`src/hw/rtl/tlif_pkg.sv`:
```
package tlif_pkg;

  localparam int LINE_COUNT_BITS = 16;
  localparam int CFG_ADDR_BITS = 4;
  localparam int QUEUE_DEPTH = 4;
  localparam int QUEUE_PTR_BITS = 2;

  localparam logic [7:0] B_IAC  = 8'd255;
  localparam logic [7:0] B_WILL = 8'd251;
  localparam logic [7:0] B_WONT = 8'd252;
  localparam logic [7:0] B_DO   = 8'd253;
  localparam logic [7:0] B_DONT = 8'd254;
  localparam logic [7:0] B_SE   = 8'd240;
  localparam logic [7:0] B_BS   = 8'h08;
  localparam logic [7:0] B_DEL  = 8'h7F;
  localparam logic [7:0] B_CR   = 8'h0D;
  localparam logic [7:0] B_LF   = 8'h0A;
  localparam logic [7:0] B_SP   = 8'h20;
  localparam logic [7:0] B_TAB  = 8'h09;

  typedef enum logic [2:0] {
    K_LINE_BYTE = 3'd0,
    K_DELETE    = 3'd1,
    K_LINE_END  = 3'd2,
    K_OOB_BYTE  = 3'd3,
    K_OOB_END   = 3'd4,
    K_CLOSE     = 3'd5
  } kind_t;

  typedef enum logic [1:0] {
    PH_IDLE   = 2'd0,
    PH_IAC    = 2'd1,
    PH_OPTION = 2'd2,
    PH_SUB    = 2'd3
  } phase_t;

  typedef enum logic [1:0] {
    REG_BINARY_MODE    = 2'd0,
    REG_BACKSPACE_EN   = 2'd1,
    REG_MAX_LINE_BYTES = 2'd2
  } reg_idx_t;

  typedef struct packed {
    kind_t      kind;
    logic [7:0] value;
    logic       last;
  } res_t;

endpackage

```
`src/hw/rtl/tlif_in_if.sv`:
```
interface tlif_in_if;
  logic       valid;
  logic       ready;
  logic [7:0] rx_byte;
  logic       chunk_last;

  modport source (output valid, output rx_byte, output chunk_last, input ready);
  modport sink (input valid, input rx_byte, input chunk_last, output ready);
endinterface

```
`src/hw/rtl/tlif_out_if.sv`:
```
interface tlif_out_if;
  logic       valid;
  logic       ready;
  logic [2:0] kind;
  logic [7:0] value;
  logic       last;

  modport source (output valid, output kind, output value, output last, input ready);
  modport sink (input valid, input kind, input value, input last, output ready);
endinterface

```
`src/hw/rtl/telnet_line_input_filter_top.sv`:
```
// Telnet line-input filter. Each received word is processed in the cycle it is
// accepted; its zero, one or two results go into a four-entry output queue, and
// one result word leaves per cycle while out_if.ready is high. A new input word
// is taken every cycle while the queue has room for two results, so with the
// output unstalled the sustained rate is one input word per cycle when each word
// yields at most one result; else the one-result-per-cycle output port bounds it.
// Registers must be written through the APB port only while idle; not enforced.
module telnet_line_input_filter_top
  import tlif_pkg::*;
(
  input  logic                     clk,
  input  logic                     rst_n,
  tlif_in_if.sink                  in_if,
  tlif_out_if.source               out_if,
  input  logic                     psel,
  input  logic                     penable,
  input  logic                     pwrite,
  input  logic [CFG_ADDR_BITS-1:0] paddr,
  input  logic [31:0]              pwdata,
  output logic [31:0]              prdata,
  output logic                     pready
);

  localparam logic [LINE_COUNT_BITS-1:0] COUNT_MAX = {LINE_COUNT_BITS{1'b1}};

  logic        binary_mode_r;
  logic        backspace_en_r;
  logic [15:0] max_line_bytes_r;

  logic                       prev_cr_r, prev_cr_nxt;
  phase_t                     phase_r, phase_nxt;
  logic [LINE_COUNT_BITS-1:0] line_count_r, line_count_nxt;
  logic                       oob_r, oob_nxt;
  logic                       chunk_start_r, chunk_start_nxt;
  logic                       closed_r, closed_nxt;

  res_t                    queue_r [QUEUE_DEPTH];
  logic [QUEUE_PTR_BITS-1:0] wr_ptr_r, rd_ptr_r;
  logic [QUEUE_PTR_BITS:0]   fill_r;

  res_t       slot [2];
  logic [1:0] n_res;
  logic       in_acc, out_acc;
  logic [7:0] c;
  logic       endc;
  reg_idx_t   widx;

  assign pready = 1'b1;
  assign widx   = reg_idx_t'(paddr[3:2]);

  always_ff @(posedge clk) begin
    if (!rst_n) begin
      binary_mode_r    <= 1'b0;
      backspace_en_r   <= 1'b0;
      max_line_bytes_r <= 16'd4096;
    end else if (psel && penable && pwrite) begin
      case (widx)
        REG_BINARY_MODE:    binary_mode_r    <= pwdata[0];
        REG_BACKSPACE_EN:   backspace_en_r   <= pwdata[0];
        REG_MAX_LINE_BYTES: max_line_bytes_r <= pwdata[15:0];
        default: ;
      endcase
    end
  end

  always_comb begin
    case (widx)
      REG_BINARY_MODE:    prdata = {31'd0, binary_mode_r};
      REG_BACKSPACE_EN:   prdata = {31'd0, backspace_en_r};
      REG_MAX_LINE_BYTES: prdata = {16'd0, max_line_bytes_r};
      default:            prdata = 32'd0;
    endcase
  end

  assign in_if.ready = (fill_r <= (QUEUE_PTR_BITS+1)'(QUEUE_DEPTH - 2));
  assign in_acc      = in_if.valid && in_if.ready;
  assign out_acc     = out_if.valid && out_if.ready;
  assign c           = in_if.rx_byte;
  assign endc        = in_if.chunk_last;

  always_comb begin
    prev_cr_nxt     = prev_cr_r;
    phase_nxt       = phase_r;
    line_count_nxt  = line_count_r;
    oob_nxt         = oob_r;
    chunk_start_nxt = chunk_start_r;
    closed_nxt      = closed_r;
    n_res           = 2'd0;
    slot[0]         = '{kind: K_LINE_BYTE, value: 8'd0, last: 1'b0};
    slot[1]         = '{kind: K_LINE_BYTE, value: 8'd0, last: 1'b0};
    if (!closed_r) begin
      if (chunk_start_r && (33'(line_count_r) >= 33'(max_line_bytes_r))) begin
        closed_nxt = 1'b1;
        slot[0]    = '{kind: K_CLOSE, value: 8'd0, last: 1'b0};
        n_res      = 2'd1;
      end else begin
        chunk_start_nxt = endc;
        if (binary_mode_r) begin
          slot[0]     = '{kind: K_LINE_BYTE, value: c, last: 1'b0};
          n_res       = 2'd1;
          prev_cr_nxt = 1'b0;
          if (line_count_r != COUNT_MAX) begin
            line_count_nxt = line_count_r + 1'b1;
          end
          if (endc) begin
            slot[1]        = '{kind: K_LINE_END, value: 8'd0, last: 1'b0};
            n_res          = 2'd2;
            line_count_nxt = '0;
          end
        end else begin
          case (phase_r)
            PH_IDLE: begin
              if ((c >= 8'h21 && c <= 8'h7E) || c == B_SP || c == B_TAB) begin
                slot[0] = '{kind: K_LINE_BYTE, value: c, last: 1'b0};
                n_res   = 2'd1;
                if (line_count_r != COUNT_MAX) begin
                  line_count_nxt = line_count_r + 1'b1;
                end
              end else if (backspace_en_r && (c == B_BS || c == B_DEL)) begin
                if (line_count_r != '0) begin
                  slot[0]        = '{kind: K_DELETE, value: 8'd0, last: 1'b0};
                  n_res          = 2'd1;
                  line_count_nxt = line_count_r - 1'b1;
                end
              end else if (c == B_IAC) begin
                slot[0]   = '{kind: K_OOB_BYTE, value: c, last: 1'b0};
                n_res     = 2'd1;
                oob_nxt   = 1'b1;
                phase_nxt = PH_IAC;
              end
              if (c == B_CR || (c == B_LF && !prev_cr_r)) begin
                slot[n_res[0]] = '{kind: K_LINE_END, value: 8'd0, last: 1'b0};
                n_res          = n_res + 2'd1;
                line_count_nxt = '0;
              end
              prev_cr_nxt = (c == B_CR);
            end
            PH_IAC: begin
              slot[0] = '{kind: K_OOB_BYTE, value: c, last: 1'b0};
              n_res   = 2'd1;
              oob_nxt = 1'b1;
              if (c == B_WILL || c == B_WONT || c == B_DO || c == B_DONT) begin
                phase_nxt = PH_OPTION;
              end else if (c == B_SE) begin
                phase_nxt = PH_IDLE;
              end else begin
                phase_nxt = PH_SUB;
              end
            end
            PH_OPTION: begin
              slot[0]   = '{kind: K_OOB_BYTE, value: c, last: 1'b0};
              n_res     = 2'd1;
              oob_nxt   = 1'b1;
              phase_nxt = PH_IDLE;
            end
            default: begin
              slot[0] = '{kind: K_OOB_BYTE, value: c, last: 1'b0};
              n_res   = 2'd1;
              oob_nxt = 1'b1;
              if (c == B_SE) begin
                phase_nxt = PH_IDLE;
              end
            end
          endcase
          if (endc && oob_nxt) begin
            slot[n_res[0]] = '{kind: K_OOB_END, value: 8'd0, last: 1'b0};
            n_res          = n_res + 2'd1;
            oob_nxt        = 1'b0;
          end
        end
      end
    end
    if (n_res == 2'd1) begin
      slot[0].last = 1'b1;
    end else if (n_res == 2'd2) begin
      slot[1].last = 1'b1;
    end
  end

  always_ff @(posedge clk) begin
    if (!rst_n) begin
      prev_cr_r     <= 1'b0;
      phase_r       <= PH_IDLE;
      line_count_r  <= '0;
      oob_r         <= 1'b0;
      chunk_start_r <= 1'b1;
      closed_r      <= 1'b0;
    end else if (in_acc) begin
      prev_cr_r     <= prev_cr_nxt;
      phase_r       <= phase_nxt;
      line_count_r  <= line_count_nxt;
      oob_r         <= oob_nxt;
      chunk_start_r <= chunk_start_nxt;
      closed_r      <= closed_nxt;
    end
  end

  always_ff @(posedge clk) begin
    if (in_acc && n_res != 2'd0) begin
      queue_r[wr_ptr_r] <= slot[0];
      if (n_res == 2'd2) begin
        queue_r[wr_ptr_r + 1'b1] <= slot[1];
      end
    end
  end

  always_ff @(posedge clk) begin
    if (!rst_n) begin
      wr_ptr_r <= '0;
      rd_ptr_r <= '0;
      fill_r   <= '0;
    end else begin
      if (in_acc) begin
        wr_ptr_r <= wr_ptr_r + QUEUE_PTR_BITS'(n_res);
      end
      if (out_acc) begin
        rd_ptr_r <= rd_ptr_r + 1'b1;
      end
      fill_r <= fill_r + (in_acc ? (QUEUE_PTR_BITS+1)'(n_res) : '0)
                       - (out_acc ? (QUEUE_PTR_BITS+1)'(1) : '0);
    end
  end

  assign out_if.valid = (fill_r != '0);
  assign out_if.kind  = queue_r[rd_ptr_r].kind;
  assign out_if.value = queue_r[rd_ptr_r].value;
  assign out_if.last  = queue_r[rd_ptr_r].last;

endmodule

```
`src/flat_wrapper.sv`:
```
// flat-port wrapper written by rule: the top's interface ports become plain ports
module telnet_line_input_filter_top_flat import tlif_pkg::*;
  (clk, rst_n, psel, penable, pwrite, paddr, pwdata, prdata, pready, in_if_valid, in_if_rx_byte, in_if_chunk_last, in_if_ready, out_if_valid, out_if_kind, out_if_value, out_if_last, out_if_ready);
  tlif_in_if in_if_i ();
  tlif_out_if out_if_i ();
  input  logic clk;
  input  logic rst_n;
  input  logic psel;
  input  logic penable;
  input  logic pwrite;
  input  logic [CFG_ADDR_BITS-1:0] paddr;
  input  logic [31:0] pwdata;
  output logic [31:0] prdata;
  output logic pready;
  input wire logic [$bits(in_if_i.valid)-1:0] in_if_valid;
  input wire logic [$bits(in_if_i.rx_byte)-1:0] in_if_rx_byte;
  input wire logic [$bits(in_if_i.chunk_last)-1:0] in_if_chunk_last;
  output wire logic [$bits(in_if_i.ready)-1:0] in_if_ready;
  output wire logic [$bits(out_if_i.valid)-1:0] out_if_valid;
  output wire logic [$bits(out_if_i.kind)-1:0] out_if_kind;
  output wire logic [$bits(out_if_i.value)-1:0] out_if_value;
  output wire logic [$bits(out_if_i.last)-1:0] out_if_last;
  input wire logic [$bits(out_if_i.ready)-1:0] out_if_ready;
  assign in_if_i.valid = in_if_valid;
  assign in_if_i.rx_byte = in_if_rx_byte;
  assign in_if_i.chunk_last = in_if_chunk_last;
  assign in_if_ready = in_if_i.ready;
  assign out_if_valid = out_if_i.valid;
  assign out_if_kind = out_if_i.kind;
  assign out_if_value = out_if_i.value;
  assign out_if_last = out_if_i.last;
  assign out_if_i.ready = out_if_ready;
  telnet_line_input_filter_top u_core (.clk(clk), .rst_n(rst_n), .in_if(in_if_i), .out_if(out_if_i), .psel(psel), .penable(penable), .pwrite(pwrite), .paddr(paddr), .pwdata(pwdata), .prdata(prdata), .pready(pready));
endmodule
```
`config.mk`:
```
export PLATFORM = sky130hd
export DESIGN_NAME = telnet_line_input_filter_top_flat
export DESIGN_NICKNAME = d
export VERILOG_FILES = /design/src/hw/rtl/tlif_pkg.sv /design/src/hw/rtl/tlif_in_if.sv /design/src/hw/rtl/tlif_out_if.sv /design/src/hw/rtl/telnet_line_input_filter_top.sv /design/src/flat_wrapper.sv
export SDC_FILE = /design/constraint.sdc
export NUM_CORES = 1
export LEC_CHECK = 0
export BUFFER_PORTS_ARGS = -buffer_cell sky130_fd_sc_hd__buf_2
export CAP_MARGIN = 10
export CORE_ASPECT_RATIO = 1.75
export CORE_MARGIN = 2
export CORE_UTILIZATION = 59
export CTS_CLUSTER_SIZE = 30
export DETAILED_ROUTE_END_ITERATION = 10
export PLACE_DENSITY = 0.83
export SKIP_LAST_GASP = 1
export SLEW_MARGIN = 0
export SYNTH_ARGS = -nofsm -noshare
export SYNTH_HDL_FRONTEND = slang
export SYNTH_SLANG_ARGS = --single-unit
```
`constraint.sdc`:
```
create_clock -name clk -period 10.6 [get_ports clk]
set_input_delay 0.53 -clock clk [delete_from_list [all_inputs] [get_ports clk]]
set_output_delay 0.53 -clock clk [all_outputs]
set_load 0.05 [all_outputs]
```
# Word-level counts from Yosys, hierarchy flattened

Memories as Yosys holds them, arrays and structs flattened. A register that Yosys moved wholly into a read port is not among the register bits.
Index checks and enable logic that the tools add are counted.
Widths: inputs -> output; s select.

Bits in registers: 47
Memory bits (writable): 48
Input port bits: 52
Output and inout bits: 47
Logic and storage cells: 185
Memories: 1

Add/subtract/negate cells: 9
Order comparisons: 8
Eq/ne operators: 22
Muxes and demuxes: 85
Bitwise gates (word level): 11
Reduce and logical (&&, ||, !) cells: 37

Memories:

| name           | words | width | read ports | clocked after memory_dff | wr ports | line                               | RTL |
|---|---|---|---|---|---|---|---|
| u_core.queue_r | 4     | 12    | 1          | 1                        | 2        | telnet_line_input_filter_top.sv:37 | `res_t queue_r [QUEUE_DEPTH];` |

Operator list:

| cell                  | count |
|---|---|
| $mux 12               | 18 |
| $mux 16               | 8 |
| $mux 24               | 4 |
| $mux 2                | 25 |
| $eq 8x8->1 const B    | 6 |
| $pmux 16 s3           | 1 |
| $and 22x22->22        | 2 |
| $not 22->22           | 2 |
| $eq 8x4->1 const B    | 4 |
| $demux 12 s1          | 2 |
| $mux 1                | 23 |
| $mux 11               | 2 |
| $add 16x1->16 const B | 1 |
| $ge 16x16->1          | 1 |
| $ne 16x16->1 const B  | 1 |
| $reduce_bool 16->1    | 1 |
| $sub 16x1->16 const B | 1 |
| $logic_and 1x1->1     | 12 |
| $reduce_bool 4->1     | 3 |
| $mux 10               | 1 |
| $add 2x1->2 const B   | 4 |
| $eq 8x6->1 const B    | 1 |
| $eq 8x7->1 const B    | 1 |
| $ge 8x6->1 const B    | 1 |
| other kinds (25)      | 47 |

# Depth between registers and ports, before layout

Gate-level depths: netlist (run 1).

Depth after elaboration: 28
Mapped depth: 19

# Worst setup path after synthesis (run 1)

Ideal clock, no wire load.

Path kind: in2reg
Start point: input in_if_rx_byte[7]
End point: memory u_core.queue_r[1][0] in the netlist's numbering (enable)
Library setup time: 0.396 ns
Arrival time: 4.166 ns
Required time: 10.204 ns
Slack: 6.038 ns
Stages on the path: 13
Path buffers: 1
Path through: or3b_2 > nor3_1 > or2_2 > buf_2 > nor2_1 > nand2_1 > ha_1 > nor3_1 > inv_1 > ha_1 > a221oi_2 > mux2i_1 > nor3_1

RTL lines:

| element         | line                               | RTL |
|---|---|---|
| start, declared | flat_wrapper.sv:16                 | `input wire logic [$bits(in_if_i.rx_byte)-1:0] in_if_rx_byte;` |
| end, declared   | telnet_line_input_filter_top.sv:37 |  |

==> results of run 1 <==
[sequential cells by signal, indices dropped and copies added (netlist names), named ones only]
register and flops:
u_core.queue_r 48, u_core.line_count_r 16, u_core.max_line_bytes_r 16, u_core.fill_r 3
u_core.phase_r 2, u_core.rd_ptr_r 2, u_core.wr_ptr_r 2, u_core.backspace_en_r 1
u_core.binary_mode_r 1, u_core.chunk_start_r 1, u_core.closed_r 1, u_core.oob_r 1
u_core.prev_cr_r 1
[cells by family (layout without fill, tap and decap cells)]
kind of cell	Yosys count	count (layout)	share of synthesized area, %
and+or+nand+nor	286	286	23.6
AOI/OAI and AO/OA	141	141	16.0
DFF	97	97	39.2
buffers and inverters	92	117	7.14
adders and majority gates	28	28	5.80
muxes	27	27	6.89
xor gates and xnor gates	9	9	1.28
other	2	17	0.122
[layer usage]
| metal | part of all wire (%) | vias to the layer above |
|---|---|---|
| met5 | 0 | - |
| met4 | 4.7 | 0 |
| met1 | 33 | 2595 |
| li1 | - | 2524 |
| met3 | 5.7 | 65 |
| met2 | 56 | 293 |
[cells in the final DEF, fill, tap and decap left out, types with 5 or more instances in the layout]
cell,Yosys,final
mux4_2,12,12
mux2i_1,11,11
clkbuf_16,0,9
or3_1,8,8
and4_1,5,5
dfxtp_1,49,49
conb_1,2,17
nor2b_1,20,20
and3_1,5,5
nand2b_1,7,7
nand4_1,12,12
nor2_1,51,51
o21ai_0,25,25
nand3_1,31,31
ha_1,27,27
a31oi_1,13,13
nor4_1,7,7
nand2_1,82,82
a211oi_1,10,10
edfxtp_1,48,48
o22ai_1,6,6
a21oi_1,34,34
nor3_1,18,18
inv_1,34,34
o211ai_1,5,5
and2_1,21,21
a31o_2,5,5
a21o_1,5,5
buf_2,7,63
xnor2_1,6,6
[cell type report]
type                            count  area (µm²)  area share [%]
Clock inverter                      7        81.3            1.21
Tap cell                          127         159            2.36
Sequential cell                    97        2420            36.0
Clock buffer                        9         225            3.35
Inverter                           35         131            1.95
Multi-Input combinational cell    508        3370            50.1
Timing Repair Buffer               66         338            5.02
[worst max-delay path, cell delays in order (launching register included)]
cell	delay [ps]
dfxtp_1	450
nor4_1	550
nand4b_1	230
o221ai_1	430
nand2_1	110
ha_1	320
nor3_1	480
inv_1	140
ha_1	320
a221oi_2	670
and4_1	620
a21o_1	510
[how the worst max path moves through the flow]
stage | to | cells after the start | from | slack, ps
2_1_floorplan | u_core.queue_r[1][0] | 13 | in_if_rx_byte[7] | 6040
3_3_place_gp | u_core.queue_r[3][5] | 13 | in_if_rx_byte[3] | 5620
3_5_place_dp | u_core.queue_r[0][8] | 13 | in_if_rx_byte[3] | 5510
4_1_cts | u_core.queue_r[2][2] | 11 | u_core.line_count_r[6] | 5650
5_1_grt | u_core.queue_r[3][10] | 11 | u_core.line_count_r[6] | 5260
6_report | u_core.queue_r[2][2] | 11 | u_core.line_count_r[6] | 5400
[metrics by stage]
step	setup slack, ps	std cells
floorplan	6040	697
global placement	5620	833
detailed placement	5510	833
CTS	5650	849
global route	5260	849
finish	5400	849
[report_power, final]
part	switching (mW)	leakage [nW]	total [mW]	internal, mW
registers	0.0579	0.837	0.503	0.445
logic	0.342	1.64	0.528	0.186
clock network	0.151	0.155	0.339	0.188
==> impl_metrics.yaml, run 1 <==
floorplanning:
  fp.dieArea_mm2: 0.0113
  ios: 99
  fp.dieH_um: 139
  core.rowCount: 49
  initial_core_util_pct: 60.3
  die_width_um: 81.3
  coreArea_mm2: 0.0102
routing:
  viasPerCell: 6.45
  drt_iter0_drc: 556
  wl_per_cell_um: 18.9
  wl_um: 16100
  ant_nets: 0
  vias: 5477
  drtPass1Iterations: 6
  drc: 0
setup_path:
  worst_ep_required_time_ps: 10580
  crit_path_start_kind: "flip-flop"
  r2r_slack_ps: 5400
  crit_arrival_ps: 5180
  r2r_cells: 11
  endpoint_kind: "flip-flop"
  path_max_fanout: 13
  reg2reg_from: "u_core.line_count_r[6]"
  r2r_end: "u_core.queue_r[2][2]"
  critPathKind: "reg -> reg"
timing:
  hold_viol: 0
  setup_tns_ps: 0
  timing.hold.ws_ps: 414
  fin_crit_sh_pct: 49.1
  max_freq_mhz: 192
  tightest_slew_ps: 1110
  relSlewSlack_pct: 26.2
  fin_worst_skew_ps: 10.3
  setup_viol: 0
  rsz0062_at_grt: "false"
  drv_slew: 0
  fin_crit_ps: 5200
power_and_ir_drop:
  p_leak_nw: 2.63
  powerDensity_mw_per_mm2: 204
  vdd_drop_max_mv: 0.157
  p_total_mw: 1.37
cts:
  clock-sinks: 97
  cts.htree.levels: 3
  tritoncts: "done"
  cts_buffers: 9
  path_clk_slew_ps: 70
  cts_setup_buffers: 0
  clock_path_buffers: 2
  clk_latency_ps: 350
  cts_hold_buf: 0
  cts_root_buf: "clkbuf_16"
  cts_resized: 0
finish:
  fin_util_pct: 65.7
  layout.nets: 797
  insertedDiodeCount: 0
  nFillCells: 804
  syn_to_final_growth_pct: 9.00
  drive_gt1_share_pct: 16.8
  finalInstanceArea_mm2: 0.00673
min_path:
  worst_hold_path.endpoint: "u_core.max_line_bytes_r[12]"
  hp-start: "pwdata[12]"
  min_path_cells: 3
  hp-class: "in -> reg"
logic_synthesis:
  synthFlopType: "dfxtp_1"
  synth_cell_type_count: 69
  synth_area_per_cell_um2: 9.05
  ys_top_cells_by_area: "edfxtp_1 (23%), dfxtp_1 (16%), ha_1 (5.5%), nand2_1 (5.0%), mux4_2 (4.4%)"
  synth-seq-cells: 97
  synth_edf_count: 48
  synthArstFlopShare_pct: 0
  synth_seq_area_share_pct: 39.2
  yosysTopAreaCell: "edfxtp_1"
  synth_area_mm2: 0.00617
  netlist_instances: 682
  synth_top_area_share_pct: 23.4
  yosysMostFrequentCell: "nand2_1"
  synthTopCellsByCount: "nand2_1 (82), nor2_1 (51), dfxtp_1 (49)"
  synth_warnings: 0
grt:
  grt_max_degree: 38
  grt_pass1_vias: 5498
  use_met1_pct: 29.3
  globalRouteOverflowTotal: 0
  grt-busiest-layer: "met2"
  grtUsageTotal_pct: 29.1
  grtUsageMet2_pct: 54.1
  antenna_found_initial: 0
  grt_use_met3_pct: 4.60
  grt_pass1_wl_um: 25800
run_status:
  status: "completed"
place:
  gp_congestion: 0.932
  dp_hpwl_um: 11700
  port_buffers: 63
  dpl_cell_area_mm2: 0.00642
job:
  max_cap_violations: 0
(Power assumes the default switching activity.)
==> run 2: changes to the inputs <==
Settings changed: CORE_UTILIZATION 59 to 58, PLACE_DENSITY 0.83 to 0.82.
Clock period 10.6 ns to 5.1 ns, I/O delays scaled along.
==> impl_metrics.yaml, run 2 (same netlist as run 1, synthesis figures left out) <==
run_status:
  status: "completed"
setup_path:
  crit_arrival_ps: 4890
  crit_path_start_kind: "flip-flop"
  crit_path_start: "u_core.line_count_r[6]"
  worst_ep_required_time_ps: 5210
  endpoint_kind: "flip-flop"
  critPathKind: "reg -> reg"
  path_max_fanout: 12
  r2r_cells: 11
  reg2reg_from: "u_core.line_count_r[6]"
finish:
  largest_register_ffs: 48
  top_regs: "u_core.queue_r x48, u_core.line_count_r x16, u_core.max_line_bytes_r x16"
  seq_area_mm2: 0.00242
  syn_to_final_growth_pct: 9.93
  regMostFlops: "u_core.queue_r"
  layout_common_cells: "nand2_1 (82), buf_2 (63), nor2_1 (51)"
  finalInstanceArea_mm2: 0.00679
  nFillCells: 820
  multi_input_area_mm2: 0.00338
  layout.nets: 806
  drive_gt1_share_pct: 17.9
  insertedDiodeCount: 0
  final_common_cell: "nand2_1"
timing:
  fin_crit_sh_pct: 93.8
  relSlewSlack_pct: 18.5
  setup_viol: 0
  setup_tns_ps: 0
  layout_setup_ws_ps: 315
  fin_crit_ps: 4790
  fin_worst_skew_ps: 13.2
  rsz0062_at_grt: "false"
  timing.hold.ws_ps: 133
  hold_viol: 0
  tightest_slew_ps: 1210
  drv_slew: 0
  max_freq_mhz: 209
power_and_ir_drop:
  powerDensity_mw_per_mm2: 418
  vdd_drop_max_mv: 0.235
  p_leak_nw: 2.67
  p_total_mw: 2.83
grt:
  grt_pass1_vias: 5373
  grt_pass1_wl_um: 25600
  antenna_found_initial: 0
  grtUsageTotal_pct: 28.7
  globalRouteOverflowTotal: 0
  grt_max_degree: 38
place:
  port_buffers: 63
  dp_hpwl_um: 11800
  pre_cts_slack_ps: 354
  dpl_cell_area_mm2: 0.00649
  gp_congestion: 0.945
floorplanning:
  coreArea_mm2: 0.0103
  core.rowCount: 49
  fp.dieH_um: 140
  fp.dieArea_mm2: 0.0115
  die_width_um: 82.0
  initial_core_util_pct: 59.9
  ios: 99
routing:
  ant_nets: 0
  viasPerCell: 6.37
  drt_iter0_drc: 476
  maxUsedRoutingLayer: "met4"
  wl_met1_um: 5300
  met2_length_um: 9030
  drc: 0
  wl_per_cell_um: 18.7
  drtPass1Iterations: 7
  wl_um: 16000
  vias: 5464
  wl_met3_um: 929
cts:
  tritoncts: "done"
  cts_buffers: 9
  clock_path_buffers: 2
  path_clk_slew_ps: 80
  clock-sinks: 97
  cts_setup_buffers: 0
  cts_root_buf: "clkbuf_16"
  cts.htree.levels: 3
  cts_resized: 0
  clk_latency_ps: 360
  cts_hold_buf: 0
min_path:
  min_path_cells: 3
  hp-class: "in -> reg"
  hp-start: "pwdata[12]"
job:
  max_cap_violations: 0
==> run 2: changes by cell type in the layout (fill, tap and decap cells not counted), sizes merged <==
cell      previous run  this run
bufinv               1         0
clkinvlp             0         1
inv                 40        41
clkinv               1         0
buf                 66        75
==> run 2: area by class of cell <==
cell class | instances | area share (%)
Inverter | 35 | 1.94
Tap cell | 127 | 2.34
Multi-Input combinational cell | 508 | 49.8
Clock inverter | 7 | 0.959
Sequential cell | 97 | 35.7
Timing Repair Buffer | 75 | 5.97
Clock buffer | 9 | 3.32
==> run 2: through the flow <==
stage               util, %  std cells
finish                 65.9        858
global route           65.9        858
CTS                    65.8        858
detailed placement     63.0        842
global placement       63.0        842
floorplan                 -        697
==> run 2: report_power, final <==
| group | internal [mW] | switching (mW) |
|---|---|---|
| clock | 0.345 | 0.334 |
| sequential | 0.925 | 0.0992 |
| combinational | 0.398 | 0.731 |
==> run 2: layer usage <==
metal  vias to the layer above  track usage (%)
met2                       271             53.8
met5                         -                0
li1                       2541                -
met1                      2589             29.3
met4                         0             14.7
met3                        63             4.19
==> run 2: critical path: stages, from the launching register on <==
cell and delay, ps:
dfxtp_1 320, nor4_1 450, nand4b_1 230, o221ai_1 420, nand2_1 120, ha_1 330, nor3_1 440, inv_1 140
ha_1 310, a221oi_2 670, nand3_1 620, mux2_2 470
==> run 2: path summary, 6_finish.rpt <==
kind                            slack, ps                     endpoint
worst min-delay path                  130  u_core.max_line_bytes_r[12]
worst min register to register        470   u_core.max_line_bytes_r[9]
worst max register to register        310        u_core.queue_r[1][11]
worst max-delay path                  310        u_core.queue_r[1][11]
